### config.mk
export PLATFORM = sky130hd
export DESIGN_NAME = uart_rx_frame_delimiter_unit
export DESIGN_NICKNAME = d
export VERILOG_FILES = /design/src/rtl/core/uartfd_pkg.sv /design/src/rtl/core/uart_rx_frame_delimiter_unit.sv /design/src/rtl/core/uartfd_regs.sv /design/src/rtl/core/uartfd_core.sv
export SDC_FILE = /design/constraint.sdc
export NUM_CORES = 1
export LEC_CHECK = 0
export BUFFER_PORTS_ARGS = -buffer_cell sky130_fd_sc_hd__buf_2
export CORE_UTILIZATION = 51
export CTS_CLUSTER_SIZE = 30
export DETAILED_ROUTE_END_ITERATION = 16
export GPL_ROUTABILITY_DRIVEN = 0
export PLACE_DENSITY_LB_ADDON = 0.3
export SYNTH_ARGS = -nofsm -noshare
export SYNTH_HDL_FRONTEND = slang
export SYNTH_SLANG_ARGS = --single-unit
### constraint.sdc
create_clock -name clk_i -period 5.5 [get_ports clk_i]
set_clock_uncertainty 0.15 [all_clocks]
set_input_delay 0.55 -clock clk_i [delete_from_list [all_inputs] [get_ports clk_i]]
set_output_delay 0.55 -clock clk_i [all_outputs]
set_load 0.02 [all_outputs]
### src/rtl/core/uartfd_pkg.sv
// Shared types and constants for the UART receive frame delimiter.
`default_nettype none
package uartfd_pkg;

  localparam int unsigned BUFFER_BYTES  = 1024;
  localparam int unsigned TIMEOUT_LIMIT = 1000;

  localparam int unsigned LenW   = 11;  // frame length / byte count
  localparam int unsigned IdxW   = 10;  // byte position in frame
  localparam int unsigned IdleW  = 10;  // idle tick counter
  localparam int unsigned AddrW  = 4;
  localparam int unsigned DataW  = 32;

  localparam logic [LenW-1:0]  LEN_MAX     = LenW'(BUFFER_BYTES);
  localparam logic [IdleW-1:0] IDLE_MAX    = IdleW'(TIMEOUT_LIMIT);
  localparam logic [LenW-1:0]  LEN_RESET   = LenW'(1024);
  localparam logic [IdleW-1:0] TIMEOUT_RST = IdleW'(1000);

  typedef enum logic [1:0] {
    OP_BYTE  = 2'd0,
    OP_TICK  = 2'd1,
    OP_FLUSH = 2'd2
  } op_e;

  typedef enum logic [1:0] {
    CAUSE_TERM    = 2'd0,
    CAUSE_LENGTH  = 2'd1,
    CAUSE_TIMEOUT = 2'd2,
    CAUSE_FLUSH   = 2'd3
  } cause_e;

  typedef enum logic [1:0] {
    REG_FRAME_LENGTH = 2'd0,
    REG_TERM_ENABLE  = 2'd1,
    REG_TERM_BYTE    = 2'd2,
    REG_TIMEOUT      = 2'd3
  } reg_e;

  typedef struct packed {
    logic [1:0] operation;
    logic [7:0] rx_byte;
  } in_t;

  typedef struct packed {
    logic            byte_valid;
    logic [7:0]      data_byte;
    logic [IdxW-1:0] byte_index;
    logic            frame_done;
    logic [LenW-1:0] frame_bytes;
    logic [1:0]      end_cause;
  } out_t;

  typedef struct packed {
    logic [LenW-1:0]  frame_length;
    logic             terminator_enable;
    logic [7:0]       terminator_byte;
    logic [IdleW-1:0] timeout_ticks;
  } cfg_t;

endpackage
`default_nettype wire

### src/rtl/core/uart_rx_frame_delimiter_unit.sv
// Top level of the UART receive frame delimiter.
// Takes one beat per cycle (received byte, time tick or flush request) and
// returns at most one result beat per input, in order. The result is held in
// an output register backed by a one-entry skid register, so input is stalled
// only when both are full; sustained rate is one item per clock while the
// output is not stalled, with no setup pass after reset. Bytes pass through
// with their frame position; frame ends report length and cause. Registers
// (4-byte stride): 0 frame_length, 1 terminator_enable, 2 terminator_byte,
// 3 timeout_ticks. Write them only while the block is idle.
`default_nettype none
module uart_rx_frame_delimiter_unit (
  input  wire logic                         clk_i,
  input  wire logic                         rst_ni,
  input  wire logic                         in_valid_i,
  output logic                              in_stall_o,
  input  wire uartfd_pkg::in_t              in_data_i,
  output logic                              out_valid_o,
  input  wire logic                         out_stall_i,
  output uartfd_pkg::out_t                  out_data_o,
  input  wire logic                         psel,
  input  wire logic                         penable,
  input  wire logic                         pwrite,
  input  wire logic [uartfd_pkg::AddrW-1:0] paddr,
  input  wire logic [uartfd_pkg::DataW-1:0] pwdata,
  output logic      [uartfd_pkg::DataW-1:0] prdata,
  output logic                              pready
);
  import uartfd_pkg::*;

  cfg_t cfg;
  logic accept;
  logic res_valid;
  out_t res;

  logic out_valid_q, skid_valid_q;
  out_t out_q, skid_q;
  logic out_pop;

  assign pready = 1'b1;

  uartfd_regs u_regs (
    .clk_i   (clk_i),
    .rst_ni  (rst_ni),
    .psel    (psel),
    .penable (penable),
    .pwrite  (pwrite),
    .paddr   (paddr),
    .pwdata  (pwdata),
    .prdata  (prdata),
    .cfg_o   (cfg)
  );

  assign in_stall_o = skid_valid_q;
  assign accept     = in_valid_i && !skid_valid_q;

  uartfd_core u_core (
    .clk_i       (clk_i),
    .rst_ni      (rst_ni),
    .cfg_i       (cfg),
    .accept_i    (accept),
    .in_i        (in_data_i),
    .res_valid_o (res_valid),
    .res_o       (res)
  );

  assign out_pop = out_valid_q && !out_stall_i;

  always_ff @(posedge clk_i or negedge rst_ni) begin
    if (!rst_ni) begin
      out_valid_q  <= 1'b0;
      skid_valid_q <= 1'b0;
    end else if (skid_valid_q) begin
      // skid full: no new beats, drain skid into output
      if (out_pop) begin
        out_valid_q  <= 1'b1;
        skid_valid_q <= 1'b0;
      end
    end else if (accept && res_valid) begin
      if (!out_valid_q || out_pop) begin
        out_valid_q <= 1'b1;
      end else begin
        skid_valid_q <= 1'b1;
      end
    end else if (out_pop) begin
      out_valid_q <= 1'b0;
    end
  end

  always_ff @(posedge clk_i) begin
    if (skid_valid_q) begin
      if (out_pop) begin
        out_q <= skid_q;
      end
    end else if (accept && res_valid) begin
      if (!out_valid_q || out_pop) begin
        out_q <= res;
      end else begin
        skid_q <= res;
      end
    end
  end

  assign out_valid_o = out_valid_q;
  assign out_data_o  = out_q;

endmodule
`default_nettype wire

### src/rtl/core/uartfd_regs.sv
// Configuration register file behind the APB-style port.
`default_nettype none
module uartfd_regs (
  input  wire logic                     clk_i,
  input  wire logic                     rst_ni,
  input  wire logic                     psel,
  input  wire logic                     penable,
  input  wire logic                     pwrite,
  input  wire logic [uartfd_pkg::AddrW-1:0] paddr,
  input  wire logic [uartfd_pkg::DataW-1:0] pwdata,
  output logic      [uartfd_pkg::DataW-1:0] prdata,
  output uartfd_pkg::cfg_t              cfg_o
);
  import uartfd_pkg::*;

  cfg_t cfg_q, cfg_d;
  logic wr_en;
  reg_e sel;

  assign wr_en = psel && penable && pwrite;
  assign sel   = reg_e'(paddr[3:2]);

  always_comb begin
    cfg_d = cfg_q;
    if (wr_en) begin
      unique case (sel)
        REG_FRAME_LENGTH: cfg_d.frame_length      = pwdata[LenW-1:0];
        REG_TERM_ENABLE:  cfg_d.terminator_enable = pwdata[0];
        REG_TERM_BYTE:    cfg_d.terminator_byte   = pwdata[7:0];
        REG_TIMEOUT:      cfg_d.timeout_ticks     = pwdata[IdleW-1:0];
        default: ;
      endcase
    end
  end

  always_comb begin
    prdata = '0;
    unique case (sel)
      REG_FRAME_LENGTH: prdata[LenW-1:0]  = cfg_q.frame_length;
      REG_TERM_ENABLE:  prdata[0]         = cfg_q.terminator_enable;
      REG_TERM_BYTE:    prdata[7:0]       = cfg_q.terminator_byte;
      REG_TIMEOUT:      prdata[IdleW-1:0] = cfg_q.timeout_ticks;
      default: ;
    endcase
  end

  always_ff @(posedge clk_i or negedge rst_ni) begin
    if (!rst_ni) begin
      cfg_q.frame_length      <= LEN_RESET;
      cfg_q.terminator_enable <= 1'b0;
      cfg_q.terminator_byte   <= 8'd0;
      cfg_q.timeout_ticks     <= TIMEOUT_RST;
    end else begin
      cfg_q <= cfg_d;
    end
  end

  assign cfg_o = cfg_q;

endmodule
`default_nettype wire

### src/rtl/core/uartfd_core.sv
// Frame tracking: fill count, idle counter and per-beat result logic.
`default_nettype none
module uartfd_core (
  input  wire logic             clk_i,
  input  wire logic             rst_ni,
  input  wire uartfd_pkg::cfg_t cfg_i,
  input  wire logic             accept_i,
  input  wire uartfd_pkg::in_t  in_i,
  output logic                  res_valid_o,
  output uartfd_pkg::out_t      res_o
);
  import uartfd_pkg::*;

  logic [IdxW-1:0]  fill_q, fill_d;
  logic [IdleW-1:0] idle_q, idle_d;

  logic [LenW-1:0]  eff_len;
  logic [IdleW-1:0] eff_to;
  logic [LenW-1:0]  count;
  logic [IdleW-1:0] idle_inc;
  logic             term_hit;
  logic             len_hit;
  logic             frame_busy;

  always_comb begin
    if (cfg_i.frame_length == '0)          eff_len = LenW'(1);
    else if (cfg_i.frame_length > LEN_MAX) eff_len = LEN_MAX;
    else                                   eff_len = cfg_i.frame_length;
    eff_to = (cfg_i.timeout_ticks > IDLE_MAX) ? IDLE_MAX : cfg_i.timeout_ticks;
  end

  assign count      = {1'b0, fill_q} + LenW'(1);
  assign idle_inc   = (idle_q < IDLE_MAX) ? idle_q + IdleW'(1) : idle_q;
  assign term_hit   = cfg_i.terminator_enable && (in_i.rx_byte == cfg_i.terminator_byte);
  assign len_hit    = count >= eff_len;
  assign frame_busy = fill_q != '0;

  always_comb begin
    fill_d      = fill_q;
    idle_d      = idle_q;
    res_valid_o = 1'b0;
    res_o       = '0;
    case (in_i.operation)
      OP_BYTE: begin
        res_valid_o      = 1'b1;
        idle_d           = '0;
        res_o.byte_valid = 1'b1;
        res_o.data_byte  = in_i.rx_byte;
        res_o.byte_index = fill_q;
        if (term_hit || len_hit) begin
          fill_d            = '0;
          res_o.frame_done  = 1'b1;
          res_o.frame_bytes = count;
          res_o.end_cause   = term_hit ? CAUSE_TERM : CAUSE_LENGTH;
        end else begin
          fill_d = count[IdxW-1:0];
        end
      end
      OP_TICK: begin
        idle_d = idle_inc;
        if (frame_busy && (idle_inc >= eff_to)) begin
          fill_d            = '0;
          res_valid_o       = 1'b1;
          res_o.frame_done  = 1'b1;
          res_o.frame_bytes = {1'b0, fill_q};
          res_o.end_cause   = CAUSE_TIMEOUT;
        end
      end
      OP_FLUSH: begin
        if (frame_busy) begin
          fill_d            = '0;
          res_valid_o       = 1'b1;
          res_o.frame_done  = 1'b1;
          res_o.frame_bytes = {1'b0, fill_q};
          res_o.end_cause   = CAUSE_FLUSH;
        end
      end
      default: ;  // unused opcode: no result, no state change
    endcase
  end

  always_ff @(posedge clk_i or negedge rst_ni) begin
    if (!rst_ni) begin
      fill_q <= '0;
      idle_q <= '0;
    end else if (accept_i) begin
      fill_q <= fill_d;
      idle_q <= idle_d;
    end
  end

endmodule
`default_nettype wire
==> Implementation_results.wiki <==
{| class="wikitable"
! Metric !! Value
|-
| Switching portion of total power || 33.1%
|-
| Most frequent cells after synthesis || sky130_fd_sc_hd__edfxtp_1, sky130_fd_sc_hd__mux2_2, sky130_fd_sc_hd__nand2_1
|-
| Area of the mapped netlist || 6470 sq um
|-
| Setup slack of the worst register-to-register path || 1390 ps
|-
| Post-route insts no fill || 812
|-
| Maximum Capacitance Violations || 0
|-
| Most used DFF post-synth || sky130_fd_sc_hd__edfxtp_1
|-
| Bufs on Longest Clock Path || 2
|-
| Post-detailed-route count of antenna-violating nets || 0
|-
| Count of H-tree levels built during CTS || 4
|-
| Worst reg-to-reg path cell count || 11
|-
| Number of max-slew violations in the final report || 0
|-
| Placed Instances || 780
|-
| Number of synthesized flops with an enable pin || 66
|-
| Final worst-path setup slack || 1390 ps
|-
| Die span in x || 115 microns
|-
| Psw || 1.03 mW
|-
| Type of the worst setup path || reg2reg
|-
| Top-level port count || 121
|-
| Routed via count || 4643
|-
| Residual DRC || 0
|-
| Maximum number of pins on one net before global-route repair || 53
|-
| Worst hold-check path type || in2async
|-
| Power density of the placed cells || 419 nW/um^2
|-
| Proportion of layout cells with a drive suffix above 1 || 28.3%
|-
| CP startpoint kind || register
|-
| Total die area || 13100 sq um
|-
| Worst slack at placement || 1450 ps
|-
| Number of endpoints failing setup at the final stage || 0
|-
| Pre-antenna DRT Iters || 7
|-
| NumNets Final || 716
|-
| Mean number of vias per cell || 5.72
|-
| Clk_lat worst skew || 420 ps
|-
| Data required time at the worst endpoint || 5520 ps
|-
| Hold Worst Slack || 95.1 ps
|-
| Clock slew seen by the registers of the worst setup and hold paths || 60 ps
|-
| Growth of design area from synthesis to finish || 14.6%
|-
| Per-instance average area after synthesis || 11.5 sq um
|-
| Via count of the first global-routing pass || 4491
|-
| Final period utilization || 74.8%
|-
| Clock Sinks || 118
|-
| Crit-path max FO || 14
|-
| TritonCTS clock tree || built
|-
| Number of buffer cells added on primary ports || 75
|-
| Number of setup buffers added after CTS || 0
|-
| Most common cell in the synthesized netlist || sky130_fd_sc_hd__edfxtp_1
|-
| Hpwl dp || 9770 microns
|-
| Post-synthesis async set-or-reset flop share || 44.1%
|-
| Unrepaired setup endpoints after global routing || false
|-
| Aggregate negative setup slack || 0 ps
|-
| Timing-limited maximum frequency || 243 MHz
|-
| Wire length of the first global-routing pass || 22600 microns
|-
| Lkg Pwr || 3.18 nW
|-
| Number of hold violations in the final report || 0
|-
| Root buffer cell || sky130_fd_sc_hd__clkbuf_16
|-
| Endpoint type of the worst setup path || register
|-
| Period minus WS final || 4110 ps
|-
| Storage element area || 3290 sq um
|-
| Transition at the pin with the smallest max-transition slack || 971 ps
|-
| Fraction of the yosys area taken by sequential cells || 50.9%
|-
| Antenna fix cells || 0
|-
| Starting Density || 53.2%
|-
| DRT iter0 DRCs || 288
|-
| Cells resized by post-CTS repair || 0
|-
| Congestion Overflow GR || 0
|-
| Max_slew headroom || 35.2%
|-
| Number of standard cells after synthesis || 561
|-
| Synth unique cells || 69
|-
| Internal Dissipation || 2.08 mW
|-
| Combined area of the multi-input logic cells || 2850 sq um
|-
| Total detailed-routing wirelength || 14000 microns
|-
| Maximum ir drop on the vdd rail || 0.000278 V
|-
| Synth Warn # || 0
|-
| Final standard cell utilization of the core || 60.9%
|-
| Cells taking the most area after synthesis || sky130_fd_sc_hd__edfxtp_1, sky130_fd_sc_hd__dfrtp_1, sky130_fd_sc_hd__mux2_2, sky130_fd_sc_hd__ha_1, sky130_fd_sc_hd__buf_4
|-
| Top cell type by total area after synthesis || sky130_fd_sc_hd__edfxtp_1
|-
| Post-synthesis register bit count || 118
|-
| Total global routing track utilization || 22.7%
|-
| Combinational cell fraction of total power || 27.6%
|-
| Outcome || finished, final reports clean
|-
| Total core area || 12200 sq um
|-
| TritonCTS Buffers || 17
|-
| Arrival @ worst endpoint || 4130 ps
|-
| DIE HEIGHT || 115 microns
|-
| Number of buffers inserted by hold repair at cts || 0
|-
| Cell row count || 40
|-
| Fillers || 1001
|-
| Antenna violations before repair || 0
|-
| Top cell type's share of synthesized area || 30.7%
|-
| Detail-routed net length per standard cell || 17.2 microns
|-
| Part of the power in registers || 39.8%
|-
| Clock network fraction of design power || 32.6%
|}
[kinds of logic after synthesis]
| family | count (synthesis) | share of synthesized area [%] |
|---|---|---|
| other | 2 | 0.116 |
| adders and majority gates | 32 | 6.19 |
| muxes | 51 | 8.90 |
| and+or+nand+nor | 161 | 12.6 |
| xor gates and xnor gates | 20 | 2.71 |
| DFF | 118 | 50.9 |
| AOI/OAI and AO/OA | 100 | 12.2 |
| buffers and inverters | 77 | 6.39 |
[layout by cell type, fill, tap and decap left out, types with 5 or more instances in the layout]
| cell type | count |
|---|---|
| sky130_fd_sc_hd__xnor2_1 | 9 |
| sky130_fd_sc_hd__nor3_1 | 7 |
| sky130_fd_sc_hd__o21ai_0 | 10 |
| sky130_fd_sc_hd__a32o_1 | 8 |
| sky130_fd_sc_hd__nand2_1 | 46 |
| sky130_fd_sc_hd__inv_1 | 27 |
| sky130_fd_sc_hd__o2bb2ai_1 | 5 |
| sky130_fd_sc_hd__o22ai_1 | 6 |
| sky130_fd_sc_hd__a211oi_1 | 5 |
| sky130_fd_sc_hd__nand2b_1 | 8 |
| sky130_fd_sc_hd__o211ai_1 | 5 |
| sky130_fd_sc_hd__a222oi_1 | 8 |
| sky130_fd_sc_hd__nor2b_1 | 7 |
| sky130_fd_sc_hd__mux2_2 | 48 |
| sky130_fd_sc_hd__conb_1 | 22 |
| sky130_fd_sc_hd__or3_1 | 6 |
| sky130_fd_sc_hd__nor2_1 | 30 |
| sky130_fd_sc_hd__buf_2 | 75 |
| sky130_fd_sc_hd__dfrtp_1 | 45 |
| sky130_fd_sc_hd__clkbuf_16 | 17 |
| sky130_fd_sc_hd__nand4_1 | 7 |
| sky130_fd_sc_hd__ha_1 | 32 |
| sky130_fd_sc_hd__xor2_1 | 11 |
| sky130_fd_sc_hd__and2_1 | 16 |
| sky130_fd_sc_hd__clkinvlp_4 | 5 |
| sky130_fd_sc_hd__dfstp_2 | 7 |
| sky130_fd_sc_hd__a21oi_1 | 12 |
| sky130_fd_sc_hd__edfxtp_1 | 66 |
| sky130_fd_sc_hd__nand3_1 | 13 |
[area by class of cell]
cell class | instances | area share, %
clock inverters | 13 | 1.47
repair buffers | 79 | 5.47
well taps | 168 | 2.84
clock buffers | 19 | 5.84
multi-input cells | 386 | 38.5
flip-flops and latches | 118 | 44.4
inverters | 29 | 1.47
[per-layer routing]
layer,up-vias,wire length (microns),track usage [%]
met3,27,886,5.82
met5,-,0,0
met4,0,209,8.05
met1,2282,5930,29.4
li1,2166,-,-
met2,168,6950,37.1
[power by group through the flow]
stage | clock (mW) | combinational (mW) | sequential, mW
detailed placement | 0 | 0.850 | 1.25
finish | 1.01 | 0.856 | 1.23
CTS | 1.03 | 0.858 | 1.23
global route | 1.07 | 0.945 | 1.25
global placement | 0 | 0.824 | 1.24
floorplan | 0 | 0.585 | 1.28
[worst paths after layout]
check	start	to
max	u_core.fill_q[0]$_DFFE_PN0P_	out_data_o[13]$_DFFE_PP_
min	rst_ni	u_regs.cfg_o[21]$_DFFE_PN0P_
max reg2reg	u_core.fill_q[0]$_DFFE_PN0P_	out_data_o[13]$_DFFE_PP_
min reg2reg	skid_q[32]$_DFFE_PP_	out_data_o[32]$_DFFE_PP_
max in group asynchronous	rst_ni	u_core.fill_q[8]$_DFFE_PN0P_
min in group clk_i	pwdata[10]	u_regs.cfg_o[29]$_DFFE_PN1P_
[sequential cells by signal, indices dropped and copies added (netlist names)]
signal         count
in_stall_o         1
out_valid_o        1
u_regs.cfg_o      30
u_core.idle_q     10
skid_q            33
u_core.fill_q     10
out_data_o        33
[through the flow]
step,power (mW),area (sq um)
floorplan,1.87,6540
global placement,2.06,6870
detailed placement,2.10,6870
CTS,3.12,7410
global route,3.26,7410
finish,3.10,7410
[worst max-delay path, cell delays in order (launching register included)]
cell and delay (ps):
sky130_fd_sc_hd__dfrtp_1 560, sky130_fd_sc_hd__ha_1 340, sky130_fd_sc_hd__and2_1 220, sky130_fd_sc_hd__nand3_1 110, sky130_fd_sc_hd__xnor2_1 280, sky130_fd_sc_hd__inv_1 90
sky130_fd_sc_hd__ha_1 280, sky130_fd_sc_hd__and3_1 170, sky130_fd_sc_hd__a21oi_1 360, sky130_fd_sc_hd__a311o_1 660, sky130_fd_sc_hd__inv_1 300, sky130_fd_sc_hd__o31a_1 330
(Power assumes the default switching activity.)
